--- src/hw/rtl/pmf_pkg.sv ---
`default_nettype none

package pmf_pkg;

  localparam int BYTE_W     = 8;
  localparam int LEN_W      = 7;
  localparam int STATUS_W   = 3;
  localparam int REQ_W      = 2;
  localparam int SLOT_MAX_W = 8;
  localparam int IDX_W      = 7;

  localparam int DEF_SLOT_COUNT   = 8;
  localparam int DEF_PACKET_BYTES = 64;

  typedef enum logic [REQ_W-1:0] {
    REQ_PUSH  = 2'd0,
    REQ_POP   = 2'd1,
    REQ_CLEAR = 2'd2,
    REQ_NONE  = 2'd3
  } req_t;

  typedef enum logic [STATUS_W-1:0] {
    STAT_TAKEN    = 3'd0,
    STAT_COMMIT   = 3'd1,
    STAT_FULL     = 3'd2,
    STAT_LONG     = 3'd3,
    STAT_DISABLED = 3'd4,
    STAT_EMPTY    = 3'd5,
    STAT_DATA     = 3'd6,
    STAT_DROPPED  = 3'd7
  } status_t;

  typedef struct packed {
    logic                  pkt_we;
    logic                  pkt_re;
    logic [SLOT_MAX_W-1:0] pkt_slot;
    logic [IDX_W-1:0]      pkt_idx;
    logic [BYTE_W-1:0]     pkt_wdata;
    logic                  len_we;
    logic                  len_re;
    logic [SLOT_MAX_W-1:0] len_slot;
    logic [LEN_W-1:0]      len_wdata;
  } store_cmd_t;

endpackage

`default_nettype wire

--- src/hw/rtl/pmf_store.sv ---
`default_nettype none

module pmf_store
  import pmf_pkg::*;
#(
  parameter int SLOT_COUNT   = DEF_SLOT_COUNT,
  parameter int PACKET_BYTES = DEF_PACKET_BYTES
) (
  input  wire logic              clk,
  input  wire store_cmd_t        cmd,
  output logic      [BYTE_W-1:0] pkt_rdata,
  output logic      [LEN_W-1:0]  len_rdata
);

  localparam int DEPTH = SLOT_COUNT * PACKET_BYTES;
  localparam int AW    = (DEPTH > 1) ? $clog2(DEPTH) : 1;
  localparam int SW    = $clog2(SLOT_COUNT);

  logic [BYTE_W-1:0] pkt_mem [DEPTH];
  logic [LEN_W-1:0]  len_mem [SLOT_COUNT];

  logic [AW-1:0]     pkt_addr;
  logic [SW-1:0]     len_addr;
  logic [BYTE_W-1:0] pkt_rdata_r;
  logic [LEN_W-1:0]  len_rdata_r;

  assign pkt_addr = AW'(cmd.pkt_slot[SW-1:0]) * AW'(PACKET_BYTES) + AW'(cmd.pkt_idx);
  assign len_addr = cmd.len_slot[SW-1:0];

  always_ff @(posedge clk) begin
    if (cmd.pkt_we) begin
      pkt_mem[pkt_addr] <= cmd.pkt_wdata;
    end
    if (cmd.pkt_re) begin
      pkt_rdata_r <= pkt_mem[pkt_addr];
    end
  end

  always_ff @(posedge clk) begin
    if (cmd.len_we) begin
      len_mem[len_addr] <= cmd.len_wdata;
    end
    if (cmd.len_re) begin
      len_rdata_r <= len_mem[len_addr];
    end
  end

  assign pkt_rdata = pkt_rdata_r;
  assign len_rdata = len_rdata_r;

endmodule

`default_nettype wire

--- src/hw/rtl/packet_mailbox_fifo.sv ---
// Packet mailbox between two processors, kept as a ring of packet slots.
// Requests enter on the in_ stream: in_tuser selects push, pop or clear.
// A push carries one byte in in_tdata[7:0] and in_tlast on the final byte;
// a pop carries the reader limit in in_tdata[14:8].
// Every request except the unused code gives one or more results on the
// out_ stream: status in out_tuser, byte and length in out_tdata, and
// out_tlast on the final result of that request.
// Pushes and clears are handled in the idle state, so bytes stream in at one
// per cycle while the receiver takes the results; the result appears in the
// cycle after the request is accepted. A pop first reads the slot length from
// the length memory, then starts the packet memory reads; each byte passes
// through the packet memory read register to the output register, and bytes
// stream out at one per cycle while the receiver takes them.
// No new request is taken while a pop is streaming.
// When the receiver stalls, the output register holds its result and the
// packet read waits, so no byte is lost or repeated. The user must write the
// link enable register on the cfg_ stream while idle; the block does not
// enforce it. Reset empties the ring and clears the link enable; stored bytes
// and lengths keep their old contents, and no clearing pass is needed.
`default_nettype none

module packet_mailbox_fifo
  import pmf_pkg::*;
#(
  parameter int SLOT_COUNT   = DEF_SLOT_COUNT,
  parameter int PACKET_BYTES = DEF_PACKET_BYTES
) (
  input  wire logic        clk,
  input  wire logic        rst_n,

  input  wire logic        in_tvalid,
  output logic             in_tready,
  input  wire logic [15:0] in_tdata,  // data_byte [7:0], max_len [14:8], zero [15]
  input  wire logic [1:0]  in_tuser,  // req_type [1:0]
  input  wire logic        in_tlast,

  output logic             out_tvalid,
  input  wire logic        out_tready,
  output logic      [15:0] out_tdata, // out_byte [7:0], out_len [14:8], zero [15]
  output logic      [2:0]  out_tuser, // status [2:0]
  output logic             out_tlast,

  input  wire logic        cfg_valid,
  output logic             cfg_ready,
  input  wire logic        cfg_data
);

  localparam int SW = $clog2(SLOT_COUNT);

  typedef enum logic [2:0] {
    ST_IDLE     = 3'b001,
    ST_POP_LEN  = 3'b010,
    ST_POP_DATA = 3'b100
  } state_t;

  state_t state_r, state_nxt;

  logic [SW-1:0]     head_r, head_nxt, tail_r, tail_nxt;
  logic [SW-1:0]     pop_slot_r, pop_slot_nxt;
  logic [SW-1:0]     head_inc, tail_inc;
  logic [LEN_W-1:0]  bip_r, bip_nxt;
  logic [LEN_W-1:0]  push_len;
  logic [LEN_W-1:0]  maxl_r, maxl_nxt;
  logic [LEN_W-1:0]  pop_len_r, pop_len_nxt;
  logic [LEN_W-1:0]  rd_idx_r, rd_idx_nxt;
  logic [LEN_W-1:0]  emit_cnt_r, emit_cnt_nxt;
  logic              data_v_r, data_v_nxt;
  logic              link_en_r;

  logic              out_valid_r;
  logic [STATUS_W-1:0] out_status_r;
  logic [BYTE_W-1:0] out_byte_r;
  logic [LEN_W-1:0]  out_len_r;
  logic              out_last_r;

  logic              out_load;
  status_t           ld_status;
  logic [BYTE_W-1:0] ld_byte;
  logic [LEN_W-1:0]  ld_len;
  logic              ld_last;

  logic              out_free;
  logic              in_fire;
  logic              move;
  logic              issue;
  logic              emit_last;
  req_t              in_req;
  logic [BYTE_W-1:0] in_byte;
  logic [LEN_W-1:0]  in_max;
  logic [LEN_W-1:0]  len_q;
  logic [BYTE_W-1:0] pkt_rdata;
  logic [LEN_W-1:0]  len_rdata;
  store_cmd_t        cmd;

  assign in_req  = req_t'(in_tuser);
  assign in_byte = in_tdata[7:0];
  assign in_max  = in_tdata[14:8];

  assign out_free  = !out_valid_r || out_tready;
  assign in_tready = (state_r == ST_IDLE) && out_free;
  assign in_fire   = in_tvalid && in_tready;
  assign cfg_ready = 1'b1;

  assign head_inc = (head_r == SW'(SLOT_COUNT - 1)) ? '0 : head_r + 1'b1;
  assign tail_inc = (tail_r == SW'(SLOT_COUNT - 1)) ? '0 : tail_r + 1'b1;
  assign push_len = (bip_r >= LEN_W'(PACKET_BYTES + 1)) ? LEN_W'(PACKET_BYTES + 1)
                                                        : bip_r + 1'b1;
  assign len_q    = (len_rdata > LEN_W'(PACKET_BYTES)) ? LEN_W'(PACKET_BYTES) : len_rdata;

  assign move      = (state_r == ST_POP_DATA) && data_v_r && out_free;
  assign issue     = (state_r == ST_POP_DATA) && (rd_idx_r < pop_len_r) &&
                     (!data_v_r || move);
  assign emit_last = (emit_cnt_r == pop_len_r - 1'b1);

  always_comb begin
    state_nxt    = state_r;
    head_nxt     = head_r;
    tail_nxt     = tail_r;
    pop_slot_nxt = pop_slot_r;
    bip_nxt      = bip_r;
    maxl_nxt     = maxl_r;
    pop_len_nxt  = pop_len_r;
    rd_idx_nxt   = rd_idx_r;
    emit_cnt_nxt = emit_cnt_r;
    data_v_nxt   = data_v_r;
    cmd          = '0;
    out_load     = 1'b0;
    ld_status    = STAT_TAKEN;
    ld_byte      = '0;
    ld_len       = '0;
    ld_last      = 1'b1;

    case (state_r)
      ST_IDLE: begin
        if (in_fire) begin
          case (in_req)
            REQ_PUSH: begin
              out_load = 1'b1;
              if (!link_en_r) begin
                bip_nxt   = '0;
                ld_status = STAT_DISABLED;
              end else begin
                cmd.pkt_we    = (bip_r < LEN_W'(PACKET_BYTES));
                cmd.pkt_slot  = SLOT_MAX_W'(tail_r);
                cmd.pkt_idx   = bip_r;
                cmd.pkt_wdata = in_byte;
                if (!in_tlast) begin
                  bip_nxt   = push_len;
                  ld_status = STAT_TAKEN;
                end else begin
                  bip_nxt = '0;
                  if (push_len > LEN_W'(PACKET_BYTES)) begin
                    ld_status = STAT_LONG;
                  end else if (tail_inc == head_r) begin
                    ld_status = STAT_FULL;
                  end else begin
                    cmd.len_we    = 1'b1;
                    cmd.len_slot  = SLOT_MAX_W'(tail_r);
                    cmd.len_wdata = push_len;
                    tail_nxt      = tail_inc;
                    ld_status     = STAT_COMMIT;
                    ld_len        = push_len;
                  end
                end
              end
            end
            REQ_POP: begin
              if (!link_en_r || (head_r == tail_r)) begin
                out_load  = 1'b1;
                ld_status = STAT_EMPTY;
              end else begin
                cmd.len_re   = 1'b1;
                cmd.len_slot = SLOT_MAX_W'(head_r);
                pop_slot_nxt = head_r;
                head_nxt     = head_inc;
                maxl_nxt     = in_max;
                state_nxt    = ST_POP_LEN;
              end
            end
            REQ_CLEAR: begin
              out_load = 1'b1;
              if (!link_en_r) begin
                ld_status = STAT_DISABLED;
              end else begin
                head_nxt  = '0;
                tail_nxt  = '0;
                bip_nxt   = '0;
                ld_status = STAT_TAKEN;
              end
            end
            default: begin
            end
          endcase
        end
      end
      ST_POP_LEN: begin
        if (out_free) begin
          if ((len_q == '0) || (len_q > maxl_r)) begin
            out_load  = 1'b1;
            ld_status = STAT_DROPPED;
            ld_len    = len_q;
            state_nxt = ST_IDLE;
          end else begin
            pop_len_nxt  = len_q;
            rd_idx_nxt   = '0;
            emit_cnt_nxt = '0;
            data_v_nxt   = 1'b0;
            state_nxt    = ST_POP_DATA;
          end
        end
      end
      ST_POP_DATA: begin
        if (issue) begin
          cmd.pkt_re   = 1'b1;
          cmd.pkt_slot = SLOT_MAX_W'(pop_slot_r);
          cmd.pkt_idx  = rd_idx_r;
          rd_idx_nxt   = rd_idx_r + 1'b1;
        end
        data_v_nxt = issue || (data_v_r && !move);
        if (move) begin
          out_load     = 1'b1;
          ld_status    = STAT_DATA;
          ld_byte      = pkt_rdata;
          ld_len       = pop_len_r;
          ld_last      = emit_last;
          emit_cnt_nxt = emit_cnt_r + 1'b1;
          if (emit_last) begin
            state_nxt = ST_IDLE;
          end
        end
      end
      default: begin
        state_nxt = ST_IDLE;
      end
    endcase
  end

  always_ff @(posedge clk) begin
    if (!rst_n) begin
      state_r     <= ST_IDLE;
      head_r      <= '0;
      tail_r      <= '0;
      bip_r       <= '0;
      data_v_r    <= 1'b0;
      link_en_r   <= 1'b0;
      out_valid_r <= 1'b0;
    end else begin
      state_r  <= state_nxt;
      head_r   <= head_nxt;
      tail_r   <= tail_nxt;
      bip_r    <= bip_nxt;
      data_v_r <= data_v_nxt;
      if (cfg_valid && cfg_ready) begin
        link_en_r <= cfg_data;
      end
      if (out_load) begin
        out_valid_r <= 1'b1;
      end else if (out_tready) begin
        out_valid_r <= 1'b0;
      end
    end
  end

  always_ff @(posedge clk) begin
    pop_slot_r <= pop_slot_nxt;
    maxl_r     <= maxl_nxt;
    pop_len_r  <= pop_len_nxt;
    rd_idx_r   <= rd_idx_nxt;
    emit_cnt_r <= emit_cnt_nxt;
    if (out_load) begin
      out_status_r <= ld_status;
      out_byte_r   <= ld_byte;
      out_len_r    <= ld_len;
      out_last_r   <= ld_last;
    end
  end

  pmf_store #(
    .SLOT_COUNT   (SLOT_COUNT),
    .PACKET_BYTES (PACKET_BYTES)
  ) u_store (
    .clk       (clk),
    .cmd       (cmd),
    .pkt_rdata (pkt_rdata),
    .len_rdata (len_rdata)
  );

  assign out_tvalid = out_valid_r;
  assign out_tdata  = {1'b0, out_len_r, out_byte_r};
  assign out_tuser  = out_status_r;
  assign out_tlast  = out_last_r;

`ifndef NO_ASSERTIONS
  a_bip_range: assert property (@(posedge clk) disable iff (!rst_n)
    bip_r <= LEN_W'(PACKET_BYTES + 1))
    else $error("push byte count out of range");

  a_read_ahead: assert property (@(posedge clk) disable iff (!rst_n)
    (state_r == ST_POP_DATA) |-> (rd_idx_r == emit_cnt_r + LEN_W'(data_v_r)))
    else $error("packet read and emit counts disagree");

  a_emit_bound: assert property (@(posedge clk) disable iff (!rst_n)
    (state_r == ST_POP_DATA) |-> (emit_cnt_r < pop_len_r))
    else $error("pop emitted more bytes than the packet holds");

  a_pop_done: assert property (@(posedge clk) disable iff (!rst_n)
    (move && emit_last) |=> (state_r == ST_IDLE) && out_valid_r && out_last_r)
    else $error("pop did not finish on its last byte");
`endif

endmodule

`default_nettype wire

--- config.mk ---
export PLATFORM = sky130hd
export DESIGN_NAME = packet_mailbox_fifo
export DESIGN_NICKNAME = d
export VERILOG_FILES = /design/src/hw/rtl/pmf_pkg.sv /design/src/hw/rtl/pmf_store.sv /design/src/hw/rtl/packet_mailbox_fifo.sv
export SDC_FILE = /design/constraint.sdc
export NUM_CORES = 2
export LEC_CHECK = 0
export BUFFER_PORTS_ARGS = -buffer_cell sky130_fd_sc_hd__buf_2
export CAP_MARGIN = 0
export CELL_PAD_IN_SITES_DETAIL_PLACEMENT = 1
export CELL_PAD_IN_SITES_GLOBAL_PLACEMENT = 1
export CORE_ASPECT_RATIO = 0.75
export CORE_MARGIN = 2
export CORE_UTILIZATION = 55
export DETAILED_ROUTE_END_ITERATION = 8
export PLACE_DENSITY_LB_ADDON = 0.1
export SYNTH_ARGS = -nofsm -noshare
export SYNTH_HDL_FRONTEND = slang
export SYNTH_MEMORY_MAX_BITS = 65536
export SYNTH_SLANG_ARGS = --single-unit
--- constraint.sdc ---
create_clock -name clk -period 14.3 [get_ports clk]
set_input_delay 4.29 -clock clk [delete_from_list [all_inputs] [get_ports clk]]
set_output_delay 4.29 -clock clk [all_outputs]
set_load 0.03 [all_outputs]
# Yosys cells after proc, flatten, opt, wreduce, memory -nomap -nowiden
# Memory sizes are Yosys's and may differ from the RTL's. A register that Yosys moved wholly into a read port is not among the register bits.
# Cells that the tools add are included.
classes:
  addsub: 7
  magnitude_cmp: 6
  n_eq_ne: 24
  muxes: 90
  bitwise: 2
  reduce_logical: 33
op_table:
  columns: ["cell", "count"]
  rows:
  - ["7-bit two-way mux", 19]
  - ["3-bit two-way mux", 24]
  - ["7-bit case mux with 2 select lines", 3]
  - ["10-bit two-way mux", 4]
  - ["19-bit two-way mux", 2]
  - ["35-bit two-way mux", 1]
  - ["3-bit case mux with 3 select lines", 3]
  - ["2-bit != test, second input constant", 13]
  - ["25-bit two-way mux", 1]
  - ["1-bit two-way mux", 22]
  - ["7-bit by 1-bit adder with 7-bit output, second input constant", 3]
  - ["7-bit case mux with 3 select lines", 1]
  - ["10-bit case mux with 2 select lines", 1]
  - ["16-bit two-way mux", 1]
  - ["8-bit case mux with 2 select lines", 1]
  - ["4-bit AND reduction", 4]
  - ["7-bit greater-than comparator, second input constant", 2]
  - ["3-bit case mux with 2 select lines", 2]
  - ["9-bit by 7-bit adder with 9-bit output", 1]
  - ["3-bit equality test, second input constant", 3]
  - ["9-bit two-way mux", 1]
  - ["8-bit AND reduction", 1]
  - ["2-bit nonzero test", 4]
  - ["7-bit equality test", 1]
  - ["other kinds (26)", 44]
word_totals:
  reg_bits: 69
  ramBits: 4152
  input_bits: 25
  out_inout_bits: 23
  elab_cells: 180
  mem_count: 2
memory_table:
  columns: ["memory", "words", "width", "read_ports", "rd_clocked_by_memory_dff", "write_ports", "line_no", "rtl"]
  rows:
  - ["u_store.pkt_mem", 512, 8, 1, 1, 1, "pmf_store.sv:19", "logic [BYTE_W-1:0] pkt_mem [DEPTH];"]
  - ["u_store.len_mem", 8, 7, 1, 1, 1, "pmf_store.sv:20", "logic [LEN_W-1:0] len_mem [SLOT_COUNT];"]

# Logic depth before layout (Yosys ltp)
depth:
  ltp_word: 12
  mapped_depth: 19

# By module
# From an unflattened synthesis, not the netlist that was laid out.
unflattened:
  cells_unflattened: 8083
  area_unflattened_um2: 165770.2
by_module_without_submodules:
  columns: ["mod", "n_inst", "cells_per_inst", "area_per_inst_um2", "seq_area_each_um2"]
  rows:
  - ["pmf_store", 1, 7673, 161610.0, 125130.0]
  - ["packet_mailbox_fifo", 1, 410, 4160.2, 1881.8]

# Least setup slack after synthesis
# OpenSTA, ideal clock, no wires.
synth_timing:
  path_type: "input to register"
  startpoint: "input port in_tuser[0]"
  endpoint: "memory u_store.pkt_mem[0][0] (data pin)"
  setup_ns: 1.538
  arrival_time_ns: 11.975
  slack_ns: 0.786
  path_stages: 6
  cell_sequence: "nor3b_1 and4_1 buf_2 buf_1 clkbuf_1 and2_1"
synth_rtl:
  columns: ["item", "line_no", "rtl"]
  rows:
  - ["start, declared", "packet_mailbox_fifo.sv:34", "input wire logic [1:0] in_tuser,"]
  - ["end, declared", "pmf_store.sv:19", null]

# Worst setup path in the final report
layout_timing:
  startpoint: "input port in_tuser[0]"
  endpoint: "register u_store.pkt_rdata_r[2] (netlist: u_store.pkt_rdata[2]) (read register of u_store.pkt_mem) (data pin)"
layout_between:
  elab_chain_len: 5
layout_lines:
  columns: ["item", "line_no", "rtl"]
  rows:
  - ["2-bit logical NOT", "packet_mailbox_fifo.sv:136", "case (in_req)"]
  - ["19-bit two-way mux", "packet_mailbox_fifo.sv:136", null]
  - ["35-bit two-way mux", "packet_mailbox_fifo.sv:135", "if (in_fire) begin"]
  - ["10-bit case mux with 2 select lines", "packet_mailbox_fifo.sv:133", "case (state_r)"]
  - ["9-bit by 7-bit adder with 9-bit output", "pmf_store.sv:27", "assign pkt_addr = AW'(cmd.pkt_slot[SW-1:0]) * AW'(PACKET_BYTES) + AW'(cmd.pkt_idx);"]
  - ["end, declared", "pmf_store.sv:24", "logic [BYTE_W-1:0] pkt_rdata_r;"]
# No other way between the ends.
# A chain may end at the register's enable or synchronous reset.

==> flow_metrics.tcl <==
set metrics [dict create \
    antenna_found_initial 34 \
    drcViolationCount 0 \
    finalNonFillerCells 13400 \
    row_count 170 \
    clock_path_buffers 4 \
    maxSlewViolCount 0 \
    ant_nets 0 \
    setup_violations 0 \
    fp.dieW_um 625 \
    hold_violations 0 \
    synth_edf_count 4217 \
    crit_chain "buf_2 > nor3b_1 > nand4_1 > buf_4 > nor3_2 > buf_4 > a21o_4 > buf_12 > buf_4 > a22oi_1 > a21oi_1 > nor4_1 > o211ai_1 > o21ai_0 > a211oi_1 > or4_1" \
    grt_pass1_vias 94900 \
    cts_tree "built" \
    dieArea_sq_mm 0.294 \
    crit_type "in -> reg" \
    via_per_inst 7.10 \
    synth-seq-cells 4236 \
    powerDensity_mw_per_mm2 137 \
    dp_hpwl_um 274000 \
    rsz0062_at_grt "false" \
    start_util 0.554 \
    place_inst 12600 \
    worst_path_max_delay_cell "o211ai_1" \
    die_height_um 470 \
    grt_max_degree 221 \
    utilization 0.613 \
    ys.flop_type "edfxtp_1" \
    relSlewSlack 0.0820 \
    synthArstFlopShare 0 \
    worst_slew_pin_slew_ns 1.37 \
    htreeDepth 5 \
    coreArea_sq_mm 0.287 \
    track_usage 0.328 \
    gp_congestion 0.848 \
    path_buf_inv 5 \
    dp_slack_ns 3.62 \
    cts_hold_buf 0 \
    period_share 0.705 \
    drt-wirelength-per-cell_um 36.7 \
    dr.pass1.iters 8 \
    skew_ns 0.0353 \
    drv_cap 0 \
    placed_area_sq_mm 0.163 \
    crit_path_max_fanout 76 \
    cts_setup_buffers 0 \
    worstSetupStartpointType "primary input" \
    n_fill_cell 24500 \
    critPathCaptureType "flop" \
    final_area_sq_mm 0.176 \
    path_clk_slew_ns 0.06 \
    ir_worst_vdd_mv 0.125 \
    cp_common_cell "buf_4" \
    syn-cell-area_sq_mm 0.159 \
    synth.distinct_cells 76 \
    clock-sinks 4236 \
    holdWs_ns 0.566 \
    max_stage_delay_ns 0.74 \
    status "finished, final reports clean" \
    portBuffers 44 \
    power.leakage_nw 49.4 \
    avgSynthCellArea_sq_um 17.1 \
    design_power_total_mw 24.2 \
    ys_warn_count 0 \
    cts_root_buf "clkbuf_16" \
    cts_resized 0 \
    synth_nets 9349 \
    synthToLayoutAreaGrowth_pct 10.6 \
    cts_buffers 399 \
    drive_gt1_frac 0.0907 \
    clock_latency_ns 0.93 \
    setup-tns-final_ns 0 \
    syn_inst 9300 \
    hp-class "reg -> reg" \
    fmax_ghz 0.0991 \
    drtIter0Drc 13200 \
    timing.final.ws_setup_ns 4.21 \
    multi_input_area_sq_mm 0.0290 \
    grt_pass1_wl_um 696000 \
    wl_um 490000 \
    cpLargestDelayFamily "compound AO/OA/AOI/OAI gates" \
    worstPathRequired_ns 15.10 \
    arrival_ns 10.88 \
    fin_crit_ns 10.09 \
    mostFrequentLayoutCell "edfxtp_1" \
    pin_count 48 \
    layout_common_cells "edfxtp_1 (4,217), a22oi_1 (1,222), a21oi_1 (655)" \
    grt_overflow_total 0 \
    yosysSeqAreaShare 0.799 \
    regArea_sq_mm 0.127 \
    vias 94800 \
    fin_nets 9290 \
]
==> synth_stat cells, drive strengths merged, types with 5 or more instances <==
cell type  number  area (sq um)
edfxtp       4217        127000
a22oi        1224          9190
a21oi         655          3280
nor2          587          2200
buf           430          2220
a22o          397          3480
a221oi        395          3460
clkbuf        278          1040
o22ai         238          1500
nor4          157           982
nand2         110           413
o21ai          96           492
nor3           70           355
and2           27           169
nand3          26           130
inv            25          93.8
ha             24           300
or4            22           165
mux2i          20           200
a222oi         19           190
dfxtp          19           380
and3           18           113
nand4          18           113
xnor2          17           149
nor2b          15          93.8
o221ai         15           131
nand2b         14          87.6
xor2           14           123
a31oi          12          81.3
a211oi          8          60.1
o41ai           8          70.1
or3             8          50.1
a21boi          7          52.6
a221o           7          70.1
nand3b          7          52.6
o211ai          7          66.3
a32oi           6          52.6
mux4            6           135
nor3b           6          50.1
o21a            6          45.0
mux2            5          56.3
o22a            5          43.8
o311ai          5          43.8
==> area by class of cell <==
cell class	instances	area share
Antenna cell	12	0.000171
Clock inverter	230	0.0127
Inverter	25	0.000533
Multi-Input combinational cell	4331	0.165
Timing Repair Buffer	248	0.0128
Tap cell	3784	0.0269
Sequential cell	4236	0.722
Clock buffer	486	0.0602
==> flip-flops by register name (all words and copies together), names as in the netlist, 3 cells and up <==
signal,cells
out_byte_r,8
rd_idx_r,7
u_store.len_mem,56
state_r,3
bip_r,7
out_tuser,3
tail_r,3
u_store.pkt_rdata,8
pop_len_r,7
u_store.pkt_mem,4096
out_len_r,7
pop_slot_r,3
u_store.len_rdata,7
emit_cnt_r,7
maxl_r,7
head_r,3
==> cell families after synthesis <==
logic type               Yosys count  synth area share
adder cells (fa/ha/maj)           24           0.00189
XOR/XNOR                          31           0.00171
flip-flops                      4236             0.799
buffers and inverters            733            0.0211
AO/OA/AOI/OAI                   3150             0.142
multiplexers                      31           0.00246
AND/OR/NAND/NOR                 1093            0.0317
other                              2         0.0000472
==> final timing paths <==
path | cells past startpoint | slack [ns] | to | start
worst min register to register | 1 | 0.57 | out_tlast$_SDFFCE_PN1P_ | data_v_r$_SDFFE_PN0P_
worst min-delay path | 1 | 0.57 | out_tlast$_SDFFCE_PN1P_ | data_v_r$_SDFFE_PN0P_
worst max register to register | 14 | 7.07 | u_store.pkt_rdata[1]$_DFFE_PP_ | pop_len_r[2]$_DFFE_PP_
worst max-delay path | 16 | 4.21 | u_store.pkt_rdata[2]$_DFFE_PP_ | in_tuser[0]
==> per-layer routing <==
layer | track usage | vias to the layer above | share of wire | routed length (um)
met5 | 0 | - | 0.00038 | 186
met4 | 0.115 | 24 | 0.038 | 18600
met3 | 0.0668 | 956 | 0.10 | 50500
met2 | 0.497 | 5590 | 0.46 | 224000
met1 | 0.476 | 49700 | 0.40 | 196000
li1 | - | 38500 | - | -
==> power breakdown <==
part | switching, mW | leakage [nW] | internal (mW)
logic | 0.0547 | 11.8 | 0.0114
registers | 0.00136 | 31.3 | 13.5
clock network | 4.61 | 6.24 | 6.03
==> worst register-to-register path: stages (launching register included) <==
cell,delay (ns)
edfxtp_1,0.50
inv_1,0.14
ha_1,0.33
a21o_1,0.17
a31oi_1,0.27
o211ai_4,0.25
inv_2,0.71
a22o_4,0.65
buf_4,0.71
nand2_2,0.71
buf_4,0.56
nor4_1,1.22
or4_1,0.34
a21oi_1,0.11
a211o_1,0.31
(Power assumes the default switching activity.)
